**config.mk**
```make
export PLATFORM = sky130hd
export DESIGN_NAME = art_ctrl
export DESIGN_NICKNAME = d
export VERILOG_FILES = /design/src/design/art_pkg.sv /design/src/design/art_ctrl.sv
export SDC_FILE = /design/constraint.sdc
export NUM_CORES = 1
export LEC_CHECK = 0
export ABC_CLOCK_PERIOD_IN_PS = 5500
export BUFFER_PORTS_ARGS = -buffer_cell sky130_fd_sc_hd__buf_2
export CAP_MARGIN = 40
export CORE_MARGIN = 2
export CORE_UTILIZATION = 38
export CTS_BUF_LIST = sky130_fd_sc_hd__clkbuf_8 sky130_fd_sc_hd__clkbuf_16
export DETAILED_ROUTE_END_ITERATION = 12
export GPL_TIMING_DRIVEN = 0
export MAX_ROUTING_LAYER = met4
export PLACE_DENSITY_LB_ADDON = 0.08
export SYNTH_ARGS = -nofsm -noshare
export SYNTH_HDL_FRONTEND = slang
export SYNTH_SLANG_ARGS = --single-unit
```
**constraint.sdc**
```tcl
create_clock -name clk -period 5.5 [get_ports clk]
set_clock_uncertainty 0.15 [all_clocks]
set_input_delay 0.825 -clock clk [delete_from_list [all_inputs] [get_ports clk]]
set_output_delay 0.825 -clock clk [all_outputs]
set_load 0.02 [all_outputs]
```
**src/design/art_pkg.sv**
```systemverilog
// Shared types and constants of the aging route table.
// No dependencies.
package art_pkg;

  localparam logic [1:0] CMD_LEARN  = 2'd0;
  localparam logic [1:0] CMD_LOOKUP = 2'd1;
  localparam logic [1:0] CMD_TICK   = 2'd2;

  localparam logic [3:0] TTL_RESET_VALUE = 4'd3;
  localparam logic [1:0] ADDR_TTL_RELOAD = 2'd0;

  // request token walking down the cell row
  typedef struct packed {
    logic        live;
    logic [1:0]  cmd;
    logic [15:0] key;
    logic [15:0] via;
    logic [3:0]  ttl;
    logic        hit;
    logic [15:0] hop;
    logic        free_seen;
  } art_tok_t;

  // write broadcast issued after a learn scan
  typedef struct packed {
    logic        insert;
    logic        wipe;
    logic [15:0] key;
    logic [15:0] via;
    logic [3:0]  ttl;
  } art_apply_t;

endpackage

```
**src/design/art_ctrl.sv**
```systemverilog
// Request sequencer: launches tokens, collects the row's verdict, drives results.
// Depends on art_pkg.
module art_ctrl import art_pkg::*; (
  input  logic       clk,
  input  logic       rst,
  input  logic       in_valid,
  output logic       in_stall,
  input  logic [1:0] cmd,
  input  logic [7:0] dest_hi,
  input  logic [7:0] dest_lo,
  input  logic [7:0] via_hi,
  input  logic [7:0] via_lo,
  input  logic [3:0] ttl_reload,
  output art_tok_t   head,
  input  art_tok_t   tail,
  output art_apply_t apply,
  output logic       out_valid,
  input  logic       out_stall,
  output logic       found,
  output logic [7:0] next_hi,
  output logic [7:0] next_lo,
  output logic       table_reset
);

  localparam logic [1:0] ST_IDLE = 2'd0;
  localparam logic [1:0] ST_SCAN = 2'd1;
  localparam logic [1:0] ST_FIN  = 2'd2;

  logic [1:0] state;
  logic [1:0] state_next;
  art_tok_t   fin;
  logic       accept;
  logic       emit;
  logic       learn_miss;

  assign in_stall   = (state != ST_IDLE);
  assign accept     = in_valid && !in_stall;
  assign emit       = (state == ST_FIN) && (!out_valid || !out_stall);
  assign learn_miss = (fin.cmd == CMD_LEARN) && !fin.hit;

  always_comb begin
    head.live      = accept;
    head.cmd       = cmd;
    head.key       = {dest_hi, dest_lo};
    head.via       = {via_hi, via_lo};
    head.ttl       = ttl_reload;
    head.hit       = 1'b0;
    head.hop       = '0;
    head.free_seen = 1'b0;
  end

  always_comb begin
    apply.insert = emit && learn_miss && fin.free_seen;
    apply.wipe   = emit && learn_miss && !fin.free_seen;
    apply.key    = fin.key;
    apply.via    = fin.via;
    apply.ttl    = fin.ttl;
  end

  always_comb begin
    state_next = state;
    unique case (state)
      ST_IDLE: if (accept) state_next = ST_SCAN;
      ST_SCAN: if (tail.live) state_next = ST_FIN;
      ST_FIN:  if (emit) state_next = ST_IDLE;
      default: state_next = ST_IDLE;
    endcase
  end

  always_ff @(posedge clk) begin
    if (rst) begin
      state     <= ST_IDLE;
      out_valid <= 1'b0;
    end else begin
      state <= state_next;
      if (state == ST_SCAN && tail.live) fin <= tail;
      if (emit) begin
        out_valid   <= 1'b1;
        found       <= fin.hit && (fin.cmd == CMD_LEARN || fin.cmd == CMD_LOOKUP);
        next_hi     <= (fin.cmd == CMD_LOOKUP && fin.hit) ? fin.hop[15:8] : 8'd0;
        next_lo     <= (fin.cmd == CMD_LOOKUP && fin.hit) ? fin.hop[7:0] : 8'd0;
        table_reset <= learn_miss && !fin.free_seen;
      end else if (out_valid && !out_stall) begin
        out_valid <= 1'b0;
      end
    end
  end

endmodule

```
==> reports/metrics.yaml <==
setup_path:
  crit_type: "in -> out"
  startpoint: "out_stall"
  worst_setup_path_start_kind: "input port"
  crit_arrival_ns: 1.61
  required_ns: 4.53
  crit_path_end_kind: "primary output"
  reg2reg_from: "state[0]$_SDFFE_PP0P_"
  worst-path-max-fanout: 3
sta:
  min_period_over_period_pct: 47.0
  worstMarginPinSlew_ns: 0.633
  holdWs_ns: 0.335
  slew-limit-headroom_pct: 57.6
  finalSetupViolCount: 0
  max_freq_mhz: 387
  hold_violations: 0
  rsz0062_at_grt: "false"
  drv_slew: 0
  period_minus_slack_ns: 2.59
run_status:
  status: "completed"
finish:
  multiInputGateArea_um2: 328
  n_antenna_cell: 0
  nFillCells: 727
  finalNetCount: 499
  area_growth_pct: 39.3
  register_area_mm2: 0.00228
  layout-drive-gt1-share_pct: 68.9
place:
  place.gp.congestion: 0.681
  hpwl_um: 4540
  numPortBuffers: 157
clocking:
  clk_path_buf_depth: 2
  cts_tree: "done"
  cts_hold_buf: 0
  cts_made_buffers: 9
  post-cts-setup-buffers: 0
  post_cts_resized: 0
  clock_sinks: 77
  clkTransAtPathRegs_ns: 0.07
  htree_levels: 3
  cts_root_buf: "clkbuf_8"
  clock_latency_ns: 0.34
drt:
  vias_per_cell: 3.91
  wl_um: 5720
  vias: 1994
  ant_nets: 0
  drt-pass1-iter-count: 3
  drc: 0
  drtIter0Drc: 70
  post_drt_wl_per_cell_um: 11.2
yosys:
  syn_area_mm2: 0.00324
  synth.distinct_cells: 21
  yosys_warnings: 0
  ys_seq_area_share_pct: 70.4
  synthCells: 209
  ys_ff_latch: 77
  syn_area_per_cell_um2: 15.5
global_routing:
  grt_max_degree: 14
  grt_pass1_wl_um: 8110
  grt_overflow: 0
  grt_pass1_vias: 1834
  grt_usage_pct: 12.2
  grt_antenna_before_repair: 0
min_path:
  hold_path.class: "reg -> reg"
  worstHoldStart: "out_valid$_SDFFE_PP0P_"
power:
  switchingPower_uw: 273
  switching_share_pct: 21.1
  p_comb_share_pct: 10.5
  power-per-cell-area_mw_per_mm2: 287
  power_uw: 1290
  p_clk_share_pct: 38.6
  leakagePower_uw: 0.00210
  power.internal_uw: 1020
  power_frac_seq_pct: 50.9
  peakVddDrop_mv: 0.164
floorplanning:
  die_w_um: 96.4
  core_area_mm2: 0.00826
  start_util_pct: 39.3
  rows: 33
  io_pins: 214
  fp.dieArea_mm2: 0.00929
  die_h_um: 96.4
flow_run:
  cap_violations: 0
==> metal layers <==
metal	part of all wire, %	vias up	global-route usage (%)
met4	1.3	0	5.99
met3	13	9	5.20
li1	-	992	-
met2	52	133	20.8
met1	34	860	12.0
met5	0	-	-
==> critical path: stages <==
cell and delay, ns:
buf_2 0.11, and2_1 0.21, nor4b_4 0.27, buf_2 0.20
==> synthesized netlist by cell type <==
master | n | area share, %
nand2b_1 | 1 | 0.19
nand2_1 | 2 | 0.23
and2b_2 | 1 | 0.27
a21oi_1 | 2 | 0.31
inv_1 | 1 | 0.12
nor4b_4 | 1 | 0.73
or2_2 | 1 | 0.19
buf_4 | 93 | 22
conb_1 | 1 | 0.12
edfxtp_1 | 74 | 69
or3_4 | 1 | 0.35
dfxtp_1 | 3 | 1.9
nand3b_1 | 1 | 0.23
nor3_1 | 2 | 0.31
nand4b_1 | 1 | 0.27
and2_1 | 17 | 3.3
a2111oi_1 | 1 | 0.31
buf_2 | 1 | 0.15
and3b_2 | 1 | 0.31
nor2_1 | 3 | 0.35
nor4_2 | 1 | 0.39
==> flip-flops by register name, indices dropped and copies added (netlist names) <==
register and flops:
next_lo 8, apply 36, out_valid 1, found 1
table_reset 1, fin 20, state 2, next_hi 8
==> logic make-up (layout without fill, tap and decap cells) <==
logic type	Yosys count	count (layout)	synth area share, %
buffers and inverters	95	274	21.8
other	1	18	0.116
and+or+nand+nor	33	33	7.10
AOI/OAI and AO/OA	3	3	0.617
DFF	77	77	70.4
==> power groups by stage <==
stage                     combinational (uW)  sequential [uW]  clock (uW)
after global routing                     149              660         537
after floorplan                         88.5              674           0
after CTS                                137              658         512
final                                    136              658         500
after detailed placement                 137              672           0
after global placement                   133              674           0
==> path summary, 6_finish.rpt <==
check,endpoint,slack (ns),cells past startpoint
max,apply[37],2.91,4
max reg2reg,apply[6]$_DFFE_PP_,3.42,5
min reg2reg,out_valid$_SDFFE_PP0P_,0.34,2
min,out_valid$_SDFFE_PP0P_,0.34,2
==> metrics by stage <==
stage          cell area (um2)  utilization [%]  setup WS (ns)  instances  setup TNS (ns)
6_report                  4520             54.7           2.91        510               0
2_1_floorplan             3310                -          0.129        226               0
5_1_grt                   4520             54.7           2.88        510               0
4_1_cts                   4520             54.7           2.91        510               0
3_5_place_dp              4280             51.8           2.84        494               0
3_3_place_gp              4220             51.2          -1.74        488          -97.25
==> placed cells by master, fill, tap and decap left out <==
| master | netlist | layout |
|---|---|---|
| and2b_2 | 1 | 1 |
| nor4b_4 | 1 | 1 |
| nor3_2 | 0 | 2 |
| buf_2 | 1 | 158 |
| buf_4 | 93 | 99 |
| clkbuf_8 | 0 | 9 |
| nand2_1 | 2 | 2 |
| a21oi_1 | 2 | 2 |
| and3b_2 | 1 | 1 |
| inv_1 | 1 | 2 |
| edfxtp_1 | 74 | 74 |
| and2_1 | 17 | 17 |
| nand3b_1 | 1 | 1 |
| clkinv_1 | 0 | 1 |
| nand4b_1 | 1 | 1 |
| nor4_2 | 1 | 1 |
| or3_4 | 1 | 1 |
| conb_1 | 1 | 18 |
| dfxtp_1 | 3 | 3 |
| or2_2 | 1 | 1 |
| bufinv_16 | 0 | 3 |
| nor2_1 | 3 | 3 |
| clkinvlp_4 | 0 | 1 |
| inv_6 | 0 | 1 |
| nand2b_1 | 1 | 1 |
| a2111oi_1 | 1 | 1 |
==> area by class of cell <==
class                           instances  share of cell area, %
Inverter                                1                 0.0831
Multi-Input combinational cell         54                   7.26
Clock inverter                          7                   2.52
Buffer                                 94                   15.6
Tap cell                              105                   2.91
Timing Repair Buffer                  163                   18.4
Sequential cell                        77                   50.5
Clock buffer                            9                   2.74
Power figures use the tool's default switching activity.
