==> config.mk <==
export PLATFORM = sky130hd
export DESIGN_NAME = art_cell
export DESIGN_NICKNAME = d
export VERILOG_FILES = /design/src/design/art_pkg.sv /design/src/design/art_cell.sv
export SDC_FILE = /design/constraint.sdc
export NUM_CORES = 1
export LEC_CHECK = 0
export BUFFER_PORTS_ARGS = -buffer_cell sky130_fd_sc_hd__buf_2
export CORE_MARGIN = 2
export CORE_UTILIZATION = 29
export CTS_CLUSTER_SIZE = 16
export DETAILED_ROUTE_END_ITERATION = 6
export GPL_TIMING_DRIVEN = 0
export SETUP_SLACK_MARGIN = 0.5
export SYNTH_ARGS = -nofsm -noshare
export SYNTH_HDL_FRONTEND = slang
export SYNTH_SLANG_ARGS = --single-unit
==> constraint.sdc <==
create_clock -name clk -period 3.3 [get_ports clk]
set_input_delay 0 -clock clk [delete_from_list [all_inputs] [get_ports clk]]
set_output_delay 0 -clock clk [all_outputs]
set_load 0.02 [all_outputs]
==> src/design/art_pkg.sv <==
// Shared types and constants of the aging route table.
// No dependencies.
package art_pkg;

  localparam logic [1:0] CMD_LEARN  = 2'd0;
  localparam logic [1:0] CMD_LOOKUP = 2'd1;
  localparam logic [1:0] CMD_TICK   = 2'd2;

  localparam logic [3:0] TTL_RESET_VALUE = 4'd3;
  localparam logic [1:0] ADDR_TTL_RELOAD = 2'd0;

  // request token walking down the cell row
  typedef struct packed {
    logic        live;
    logic [1:0]  cmd;
    logic [15:0] key;
    logic [15:0] via;
    logic [3:0]  ttl;
    logic        hit;
    logic [15:0] hop;
    logic        free_seen;
  } art_tok_t;

  // write broadcast issued after a learn scan
  typedef struct packed {
    logic        insert;
    logic        wipe;
    logic [15:0] key;
    logic [15:0] via;
    logic [3:0]  ttl;
  } art_apply_t;

endpackage

==> src/design/art_cell.sv <==
// One route table entry with its stage of the request chain.
// Depends on art_pkg.
module art_cell import art_pkg::*; #(
  parameter bit FIRST = 1'b0
) (
  input  logic       clk,
  input  logic       rst,
  input  art_tok_t   tok_in,
  input  art_apply_t apply,
  output art_tok_t   tok_out
);

  logic [3:0]  ttl;
  logic [15:0] addr;
  logic [15:0] hop;
  logic        cand;
  logic        is_valid;
  logic        is_match;
  logic        own;
  logic        take;
  art_tok_t    tok_next;
  logic [3:0]  ttl_next;
  logic        cand_next;

  assign is_valid = (ttl != 4'd0);
  assign is_match = is_valid && (addr == tok_in.key);
  assign own      = is_match && !tok_in.hit;
  assign take     = apply.wipe ? FIRST : (apply.insert && cand);

  always_comb begin
    tok_next  = tok_in;
    ttl_next  = ttl;
    cand_next = cand;
    if (tok_in.live) begin
      unique case (tok_in.cmd)
        CMD_LEARN: begin
          if (own) ttl_next = tok_in.ttl;
          tok_next.hit       = tok_in.hit | is_match;
          tok_next.free_seen = tok_in.free_seen | !is_valid;
          cand_next          = !is_valid && !tok_in.free_seen;
        end
        CMD_LOOKUP: begin
          if (own) begin
            tok_next.hit = 1'b1;
            tok_next.hop = hop;
          end
        end
        CMD_TICK: begin
          if (is_valid) ttl_next = ttl - 4'd1;
        end
        default: ;
      endcase
    end
    if (apply.wipe && !FIRST) begin
      ttl_next = '0;
    end else if (take) begin
      ttl_next = apply.ttl;
    end
  end

  always_ff @(posedge clk) begin
    if (rst) begin
      ttl          <= '0;
      cand         <= 1'b0;
      tok_out.live <= 1'b0;
    end else begin
      ttl     <= ttl_next;
      cand    <= cand_next;
      tok_out <= tok_next;
    end
  end

  always_ff @(posedge clk) begin
    if (!rst) begin
      if (take) begin
        addr <= apply.key;
        hop  <= apply.via;
      end else if (tok_in.live && tok_in.cmd == CMD_LEARN && own) begin
        hop <= tok_in.via;
      end
    end
  end

endmodule

==> flow_summary.yaml, run 1 <==
status:
  status: "finished clean"
worst_setup_path:
  worstPathArrival_ns: 2.49
  worst-setup-path-type: "in2reg"
  cp-end-kind: "flop"
  worstRegToRegCells: 7
  timing.rr.start: "ttl[0]"
  cp.required_ns: 3.27
  startpoint: "rst"
  setup.worst_path.start_class: "input pin"
  crit_fanout: 17
final_layout:
  fin_cells: 648
  diodes: 0
  nFillCells: 1112
  layout-drive-gt1-share: 0.454
  area_growth_pct: 59.2
  nets: 570
yosys:
  syn_nets: 309
  async_flop_share: 0
  synth.distinct_cells: 34
  syn_inst: 210
  ys_seq_area_frac: 0.735
  synth_flop_cell: "edfxtp_1"
  synthTopCellsByArea: "edfxtp_1 70%, mux2_2 7.2%, mux2_4 4.0%"
  synth_edf_count: 88
  syn_area_per_cell_sq_um: 17.9
  ys_warn_count: 0
  netlist_area_sq_um: 3760
  synth-seq-cells: 94
  synth_top_area_cell: "edfxtp_1"
  netlist.area_leader.share: 0.703
die:
  start_util: 0.298
  ios: 154
  rows: 41
  core_sq_um: 12600
  dieWidth_um: 118
  die_y_um: 118
  die-area_sq_um: 13900
place:
  port_buffers: 153
  dpl.hpwl_um: 6150
  gp_congestion: 0.788
  place_inst: 536
  dp_slack_ns: 0.482
detailed_routing:
  drt-initial-drc-count: 113
  antenna_left: 0
  finalWirelength_um: 9250
  vias: 2669
  post_drt_via_cell_ratio: 4.12
  wl_per_cell_um: 14.3
  drc_errors: 0
  firstDrtPassIters: 5
sta:
  relSlewSlack: 0.440
  hold_violations: 0
  setup_tns_ns: 0
  worst_slack_ns: 0.779
  fin_skew_ns: 0.00794
  drv_slew: 0
  fin_crit_ns: 2.52
  finalSetupViolCount: 0
  fmax_mhz: 397
  rsz0062_at_grt: "false"
  tightest_slew_ns: 0.840
  fin_crit_sh: 0.764
global_route:
  grt_first_pass_wirelength_um: 14300
  grt_max_degree: 31
  grt_pass1_vias: 2893
  grt.overflow.total: 0
  track_usage: 0.135
  antenna_found_initial: 0
power_and_ir_drop:
  clockPowerShare: 0.356
  power_leakage_nw: 2.44
  power.internal_mw: 2.06
  sw_frac_of_total: 0.235
  peakVddDrop_mv: 0.315
  p_per_area_nw_per_um2: 450
  combPwrFrac: 0.132
  seqPwrFrac: 0.512
  power_switching_mw: 0.633
cts:
  cts_tree: "done"
  cts_root_buf: "clkbuf_16"
  clk-insertion-delay-late_ns: 0.34
  clockBufferDepth: 2
  numClockSinks: 94
  cts_buffers: 9
  htreeDepth: 3
  clk_pin_slew_ns: 0.06
worst_hold_path:
  hold_depth: 2
  worst_hold_startpoint: "tok_in[17]"
  hold_path_class: "in2reg"
job:
  maxCapViolations: 0
## routing by layer
layer | GRT usage | vias up | wire [um]
li1 | - | 1320 | -
met1 | 0.154 | 1233 | 3910
met2 | 0.228 | 107 | 4550
met3 | 0.0514 | 9 | 672
met4 | 0.0557 | 0 | 116
met5 | 0 | - | 0
## cell usage after synthesis, drive strengths merged (3+ instances only)
| cell type | number |
|---|---|
| clkbuf | 3 |
| a21oi | 3 |
| xor2 | 11 |
| nor3 | 3 |
| inv | 6 |
| mux2 | 34 |
| nor4 | 3 |
| nor2 | 8 |
| edfxtp | 88 |
| mux2i | 4 |
| dfxtp | 6 |
| xnor2 | 7 |
| nand2 | 9 |
## sequential cells by signal, indices dropped and copies added, names as in the netlist
name,count
tok_out,57
cand,1
hop,16
addr,16
ttl,4
## worst max-delay path, cell delays in order
cell	delay, ns
dlygate4sd3_1	0.54
buf_2	0.17
nor2_1	0.38
and3_1	0.78
a21o_1	0.61
## path summary, 6_finish.rpt
check / end / slack (ns)
worst max-delay path: hop[11] / 0.78
worst min-delay path: tok_out[17] / 0.02
worst max register to register: hop[11] / 0.87
worst min register to register: ttl[1] / 0.48
## power by group through the flow
stage               clock network (mW)  registers (mW)  logic [mW]
finish                           0.958            1.38       0.355
global route                      1.03            1.39       0.381
CTS                              0.997            1.38       0.356
detailed placement                   0            1.41       0.272
global placement                     0            1.41       0.266
floorplan                            0            1.48      0.0581
## area by class of cell
cell class	count	area (sq um)	area share
tap	172	215	0.0360
clock buffer	9	225	0.0376
inverter	6	22.5	0.00376
sequential	94	2760	0.462
multi-input combinational	106	947	0.158
timing repair buffer	250	1740	0.290
buffer	4	26.3	0.00439
clock inverter	7	48.8	0.00815
## cell usage in the layout, fill, tap and decap left out, drive strengths merged
cell,count
a2111o,1
a211o,1
a21o,2
a21oi,3
and3,1
buf,159
clkbuf,12
clkinv,2
clkinvlp,3
dfxtp,6
dlygate4sd3,92
edfxtp,88
ha,2
inv,8
mux2,34
mux2i,4
nand2,9
nand2b,2
nand3,2
nand3b,1
nand4,1
nor2,8
nor2b,2
nor3,3
nor3b,1
nor4,3
o211ai,2
o21ai,2
o21ba,1
o31ai,1
or2,1
or4,1
xnor2,7
xor2,11
## stage by stage
step                      total power, mW  instance area, sq um  utilization  hold slack (ns)
after floorplan                      1.54                  3760            -           0.0667
after global placement               1.67                  4740        0.376            0.178
after detailed placement             1.68                  4760        0.377            0.178
after CTS                            2.73                  5950        0.472          0.00598
after global routing                 2.80                  5980        0.474           0.0203
final                                2.69                  5980        0.474           0.0234
## cell families (layout without fill, tap and decap cells)
| logic type | after synthesis | after routing | share of synthesized area |
|---|---|---|---|
| AOI/OAI and AO/OA | 13 | 13 | 0.0246 |
| xor gates and xnor gates | 18 | 18 | 0.0419 |
| DFF | 94 | 94 | 0.735 |
| muxes | 38 | 38 | 0.123 |
| buffers and inverters | 10 | 276 | 0.0130 |
| and+or+nand+nor | 35 | 35 | 0.0563 |
| adders and majority gates | 2 | 2 | 0.00666 |
## what timing repair did
item | 4_1_cts | 5_1_grt
hold buffers | 92 | 0
gates resized for setup | 0 | 0
setup buffers | 0 | 4
setup endpoints to repair | 10 | 10
hold endpoints to repair | 91 | 0
pin swaps | 1 | 1
Note: power is estimated with default switching activity, not from simulation.
==> run 2: changes to the inputs <==
==> constraint.sdc (replaced) <==
create_clock -name clk -period 2.1 [get_ports clk]
set_input_delay 0 -clock clk [delete_from_list [all_inputs] [get_ports clk]]
set_output_delay 0 -clock clk [all_outputs]
set_load 0.02 [all_outputs]
==> flow_summary.yaml, run 2 (synthesis results as in run 1) <==
die:
  ios: 154
  core_sq_um: 12600
  die-area_sq_um: 13900
  rows: 41
  start_util: 0.298
  dieWidth_um: 118
  die_y_um: 118
sta:
  finalSetupViolCount: 2
  tightest_slew_ns: 0.602
  rsz0062_at_grt: "true"
  fin_crit_sh: 1.00
  hold_violations: 0
  relSlewSlack: 0.596
  fmax_mhz: 476
  worst_slack_ns: -0.00302
  fin_crit_ns: 2.10
  drv_slew: 0
  fin_skew_ns: 0.0134
worst_setup_path:
  cp.required_ns: 2.19
  cp-end-kind: "flop"
  setup.worst_path.start_class: "flop"
  crit_fanout: 5
  timing.rr.start: "addr[5]"
  r2r-end: "tok_out[16]"
  worstPathArrival_ns: 2.19
  worst-setup-path-type: "reg2reg"
  worstRegToRegCells: 7
  r2r_slack_ns: -0.003
global_route:
  grt_pass1_vias: 3063
  track_usage: 0.145
  grt_first_pass_wirelength_um: 15400
  antenna_found_initial: 0
  grt_max_degree: 44
  grt.overflow.total: 0
final_layout:
  area_growth_pct: 66.4
  fin_util: 0.496
  top_regs: "tok_out (57), addr (16), hop (16)"
  regMostFlops: "tok_out"
  diodes: 0
  fin_area_sq_um: 6260
  layout-drive-gt1-share: 0.487
  largest_reg_flops: 57
  nets: 579
  layout_commonest_cell: "buf_2"
  layout_common_cells: "153 x buf_2, 92 x dlygate4sd3_1, 88 x edfxtp_1, 18 x mux2_2, 16 x mux2_4"
cts:
  clk-insertion-delay-late_ns: 0.35
  clk_pin_slew_ns: 0.06
  cts_buffers: 9
  cts_tree: "done"
  clockBufferDepth: 2
  numClockSinks: 94
  htreeDepth: 3
  cts_root_buf: "clkbuf_16"
detailed_routing:
  vias: 2780
  drt-initial-drc-count: 123
  wl_per_cell_um: 14.8
  post_drt_via_cell_ratio: 4.23
  firstDrtPassIters: 6
  antenna_left: 0
  finalWirelength_um: 9710
  drc_errors: 0
worst_hold_path:
  hold_path_class: "in2reg"
  hold_depth: 4
  worst_hold_startpoint: "apply[36]"
  hold_end: "ttl[2]"
place:
  gp_congestion: 0.813
  port_buffers: 153
  dpl.hpwl_um: 6050
  placed_area_sq_um: 4800
power_and_ir_drop:
  peakVddDrop_mv: 0.452
  power_leakage_nw: 2.57
  p_per_area_nw_per_um2: 730
job:
  maxCapViolations: 0
status:
  status: "finished with violations"
  violations: "setup timing"
-- run 2: changes by cell type in the layout (fill, tap and decap cells not counted), sizes merged --
cell      change
clkinv        -1
buf           +8
inv           -2
bufinv        +3
clkbuf        +3
clkinvlp      -3
a21o          +1
-- run 2: metrics by stage --
step                      cells  setup slack [ns]  power (mW)  hold WS (ns)  setup TNS [ns]
after floorplan             210            -0.114        2.42        0.0667           -1.14
after global placement      535            -0.526        2.63         0.177          -16.31
after detailed placement    536            -0.542        2.64         0.179           -7.61
after CTS                   655           -0.0457        4.60        0.0336          -0.505
after global routing        657           -0.0934        4.73        0.0769           -1.09
final                       657          -0.00302        4.57        0.0555        -0.00480
-- run 2: worst max-delay path by stage --
stage             from          end  slack (ns)  cells after the start
2_1_floorplan   ttl[0]  tok_out[10]       -0.11                      8
3_3_place_gp    ttl[0]  tok_out[10]       -0.53                      8
3_5_place_dp   addr[0]  tok_out[12]       -0.54                      6
4_1_cts        addr[1]  tok_out[12]       -0.05                      7
5_1_grt        addr[5]  tok_out[16]       -0.09                      7
6_report       addr[5]  tok_out[16]      -0.003                      7
-- run 2: repair_timing --
action / CTS / global route
endpoints found under the setup margin: 52 / 62
resized for setup: 9 / 15
pin swaps: 6 / 4
hold endpoints to repair: 92 / 0
hold buffers: 92 / 0
gates cloned: 1 / 1
setup buffers: 10 / 1
-- run 2: area by class of cell --
cell class	count	area, sq um
tap	172	215
clock inverter	4	95.1
fill	1094	6360
sequential	94	2770
clock buffer	12	236
timing repair buffer	258	1830
inverter	6	22.5
buffer	4	47.5
multi-input combinational	107	1050
-- run 2: critical path, cell delays in order, from the launching register on --
cell	delay [ns]
edfxtp_1	0.38
xnor2_1	0.16
nand4_1	0.16
or2_4	0.29
nor4_4	0.23
buf_6	0.18
clkbuf_16	0.16
mux2_4	0.29
-- run 2: layer usage --
metal	global-route usage	share of wire	wire length, um
met5	0	0	0
met4	0.0542	0.017	162
met3	0.0581	0.078	758
met2	0.250	0.51	4960
met1	0.159	0.39	3830
-- run 2: where the power goes --
part,internal [mW],switching (mW),leakage [nW]
clock network,1.16,0.666,0.161
logic,0.294,0.275,1.52
registers,2.15,0.0221,0.885
total,3.61,0.963,2.57
==> run 3: changes to the inputs <==
--- a/config.mk
+++ b/config.mk
@@ -7,7 +7,7 @@
 export LEC_CHECK = 0
 export BUFFER_PORTS_ARGS = -buffer_cell sky130_fd_sc_hd__buf_2
 export CORE_MARGIN = 2
-export CORE_UTILIZATION = 29
+export CORE_UTILIZATION = 24
 export CTS_CLUSTER_SIZE = 16
 export DETAILED_ROUTE_END_ITERATION = 6
 export GPL_TIMING_DRIVEN = 0
==> flow_summary.yaml, run 3 (synthesis results as in run 1) <==
status:
  status: "finished with violations"
  violations: "setup timing"
global_route:
  grt_first_pass_wirelength_um: 15000
  track_usage: 0.121
  antenna_found_initial: 0
  grt_max_degree: 40
  grt.overflow.total: 0
  grt_pass1_vias: 2991
final_layout:
  fin_area_sq_um: 6210
  seq_area_sq_um: 2770
  layout-drive-gt1-share: 0.476
  multiInputGateArea_sq_um: 987
  layout_common_cells: "153 x buf_2, 92 x dlygate4sd3_1, 88 x edfxtp_1, 23 x mux2_2"
  diodes: 0
  nFillCells: 1413
  top_regs: "tok_out (57), addr (16), hop (16)"
  nets: 577
  regMostFlops: "tok_out"
  area_growth_pct: 65.1
  fin_util: 0.407
  layout_commonest_cell: "buf_2"
  largest_reg_flops: 57
worst_setup_path:
  cp-end-kind: "flop"
  worst-setup-path-type: "reg2reg"
  crit_fanout: 10
  slowest_stage: "edfxtp_1"
  worstPathArrival_ns: 2.22
  timing.rr.start: "addr[0]"
  r2r-end: "tok_out[10]"
  cp.required_ns: 2.18
  crit_chain: "xor2_1, nor4_2, nand3_2, nor4_4, buf_6, buf_12, mux2_4"
  worstRegToRegCells: 7
  slowest_delay_ns: 0.39
  setup.worst_path.start_class: "flop"
  r2r_slack_ns: -0.03
sta:
  relSlewSlack: 0.451
  rsz0062_at_grt: "true"
  fin_crit_sh: 1.01
  tightest_slew_ns: 0.824
  finalSetupViolCount: 15
  fin_skew_ns: 0.00663
  fin_crit_ns: 2.13
  drv_slew: 0
  worst_slack_ns: -0.0308
  hold_violations: 0
  fmax_mhz: 469
worst_hold_path:
  hold_path_class: "in2reg"
  hold_end: "ttl[0]"
  hold_depth: 3
  worst_hold_startpoint: "rst"
cts:
  clockBufferDepth: 2
  cts_tree: "done"
  numClockSinks: 94
  clk-insertion-delay-late_ns: 0.34
  clk_pin_slew_ns: 0.06
  htreeDepth: 3
  cts_root_buf: "clkbuf_16"
  cts_buffers: 9
die:
  rows: 45
  ios: 154
  core_sq_um: 15300
  dieWidth_um: 129
  die_y_um: 129
  start_util: 0.246
  die-area_sq_um: 16700
power_and_ir_drop:
  power_leakage_nw: 2.52
  peakVddDrop_mv: 0.320
  p_per_area_nw_per_um2: 697
detailed_routing:
  wl_per_cell_um: 14.5
  vias: 2747
  post_drt_via_cell_ratio: 3.96
  firstDrtPassIters: 4
  drc_errors: 0
  antenna_left: 0
  finalWirelength_um: 10000
  drt-initial-drc-count: 114
place:
  dpl.hpwl_um: 6580
  placed_area_sq_um: 4850
  gp_congestion: 0.778
  port_buffers: 153
job:
  maxCapViolations: 0
## run 3: layout make-up
type                       instances  area share
sequential                        94       0.446
timing repair buffer             257       0.296
multi-input combinational        106       0.159
tap                              211      0.0425
clock buffer                      12      0.0381
buffer                             4     0.00786
clock inverter                     4     0.00766
inverter                           6     0.00363
## run 3: worst max-delay path, delay by kind of cell (launching register included)
family	cells	cell delay [ns]
buf+inv	2	0.31
mux	1	0.30
xor+xnor	1	0.17
flops	1	0.39
simple gates	3	0.70
## run 3: timing repair
item / 4_1_cts / 5_1_grt
hold buffers: 92 / 0
pin swaps: 3 / 4
gates resized for setup: 8 / 7
endpoints found under the hold margin: 92 / 0
setup endpoints to repair: 53 / 53
setup buffers: 10 / 0
cloned: 0 / 1
## run 3: power by group
group	switching [mW]	internal, mW	leakage, nW
Combinational	0.276	0.290	1.49
Sequential	0.0235	2.15	0.885
Clock	0.667	0.921	0.138
## run 3: worst max-delay path by stage
stage	start	to	slack, ns	cells after the start
global route	addr[0]	tok_out[15]	-0.15	7
floorplan	ttl[0]	tok_out[10]	-0.11	8
global placement	addr[0]	tok_out[15]	-0.55	6
detailed placement	addr[0]	tok_out[10]	-0.58	6
CTS	addr[1]	tok_out[10]	-0.08	7
finish	addr[0]	tok_out[10]	-0.03	7
## run 3: metrics by stage
| step | setup slack, ns | instances | TNS [ns] | power, mW | hold WS (ns) |
|---|---|---|---|---|---|
| floorplan | -0.114 | 210 | -1.14 | 2.42 | 0.0667 |
| global placement | -0.553 | 574 | -19.49 | 2.64 | 0.178 |
| detailed placement | -0.582 | 575 | -8.27 | 2.64 | 0.178 |
| CTS | -0.0778 | 693 | -1.33 | 4.38 | 0.00215 |
| global route | -0.146 | 694 | -3.93 | 4.51 | 0.0304 |
| finish | -0.0308 | 694 | -0.314 | 4.33 | 0.0266 |
## run 3: metal layers
layer  part of all wire  vias up  track usage
met4              0.011        0       0.0396
met2               0.50       95        0.208
met5                  0        -            0
li1                   -     1337            -
met1               0.43     1305        0.145
met3              0.056       10       0.0347
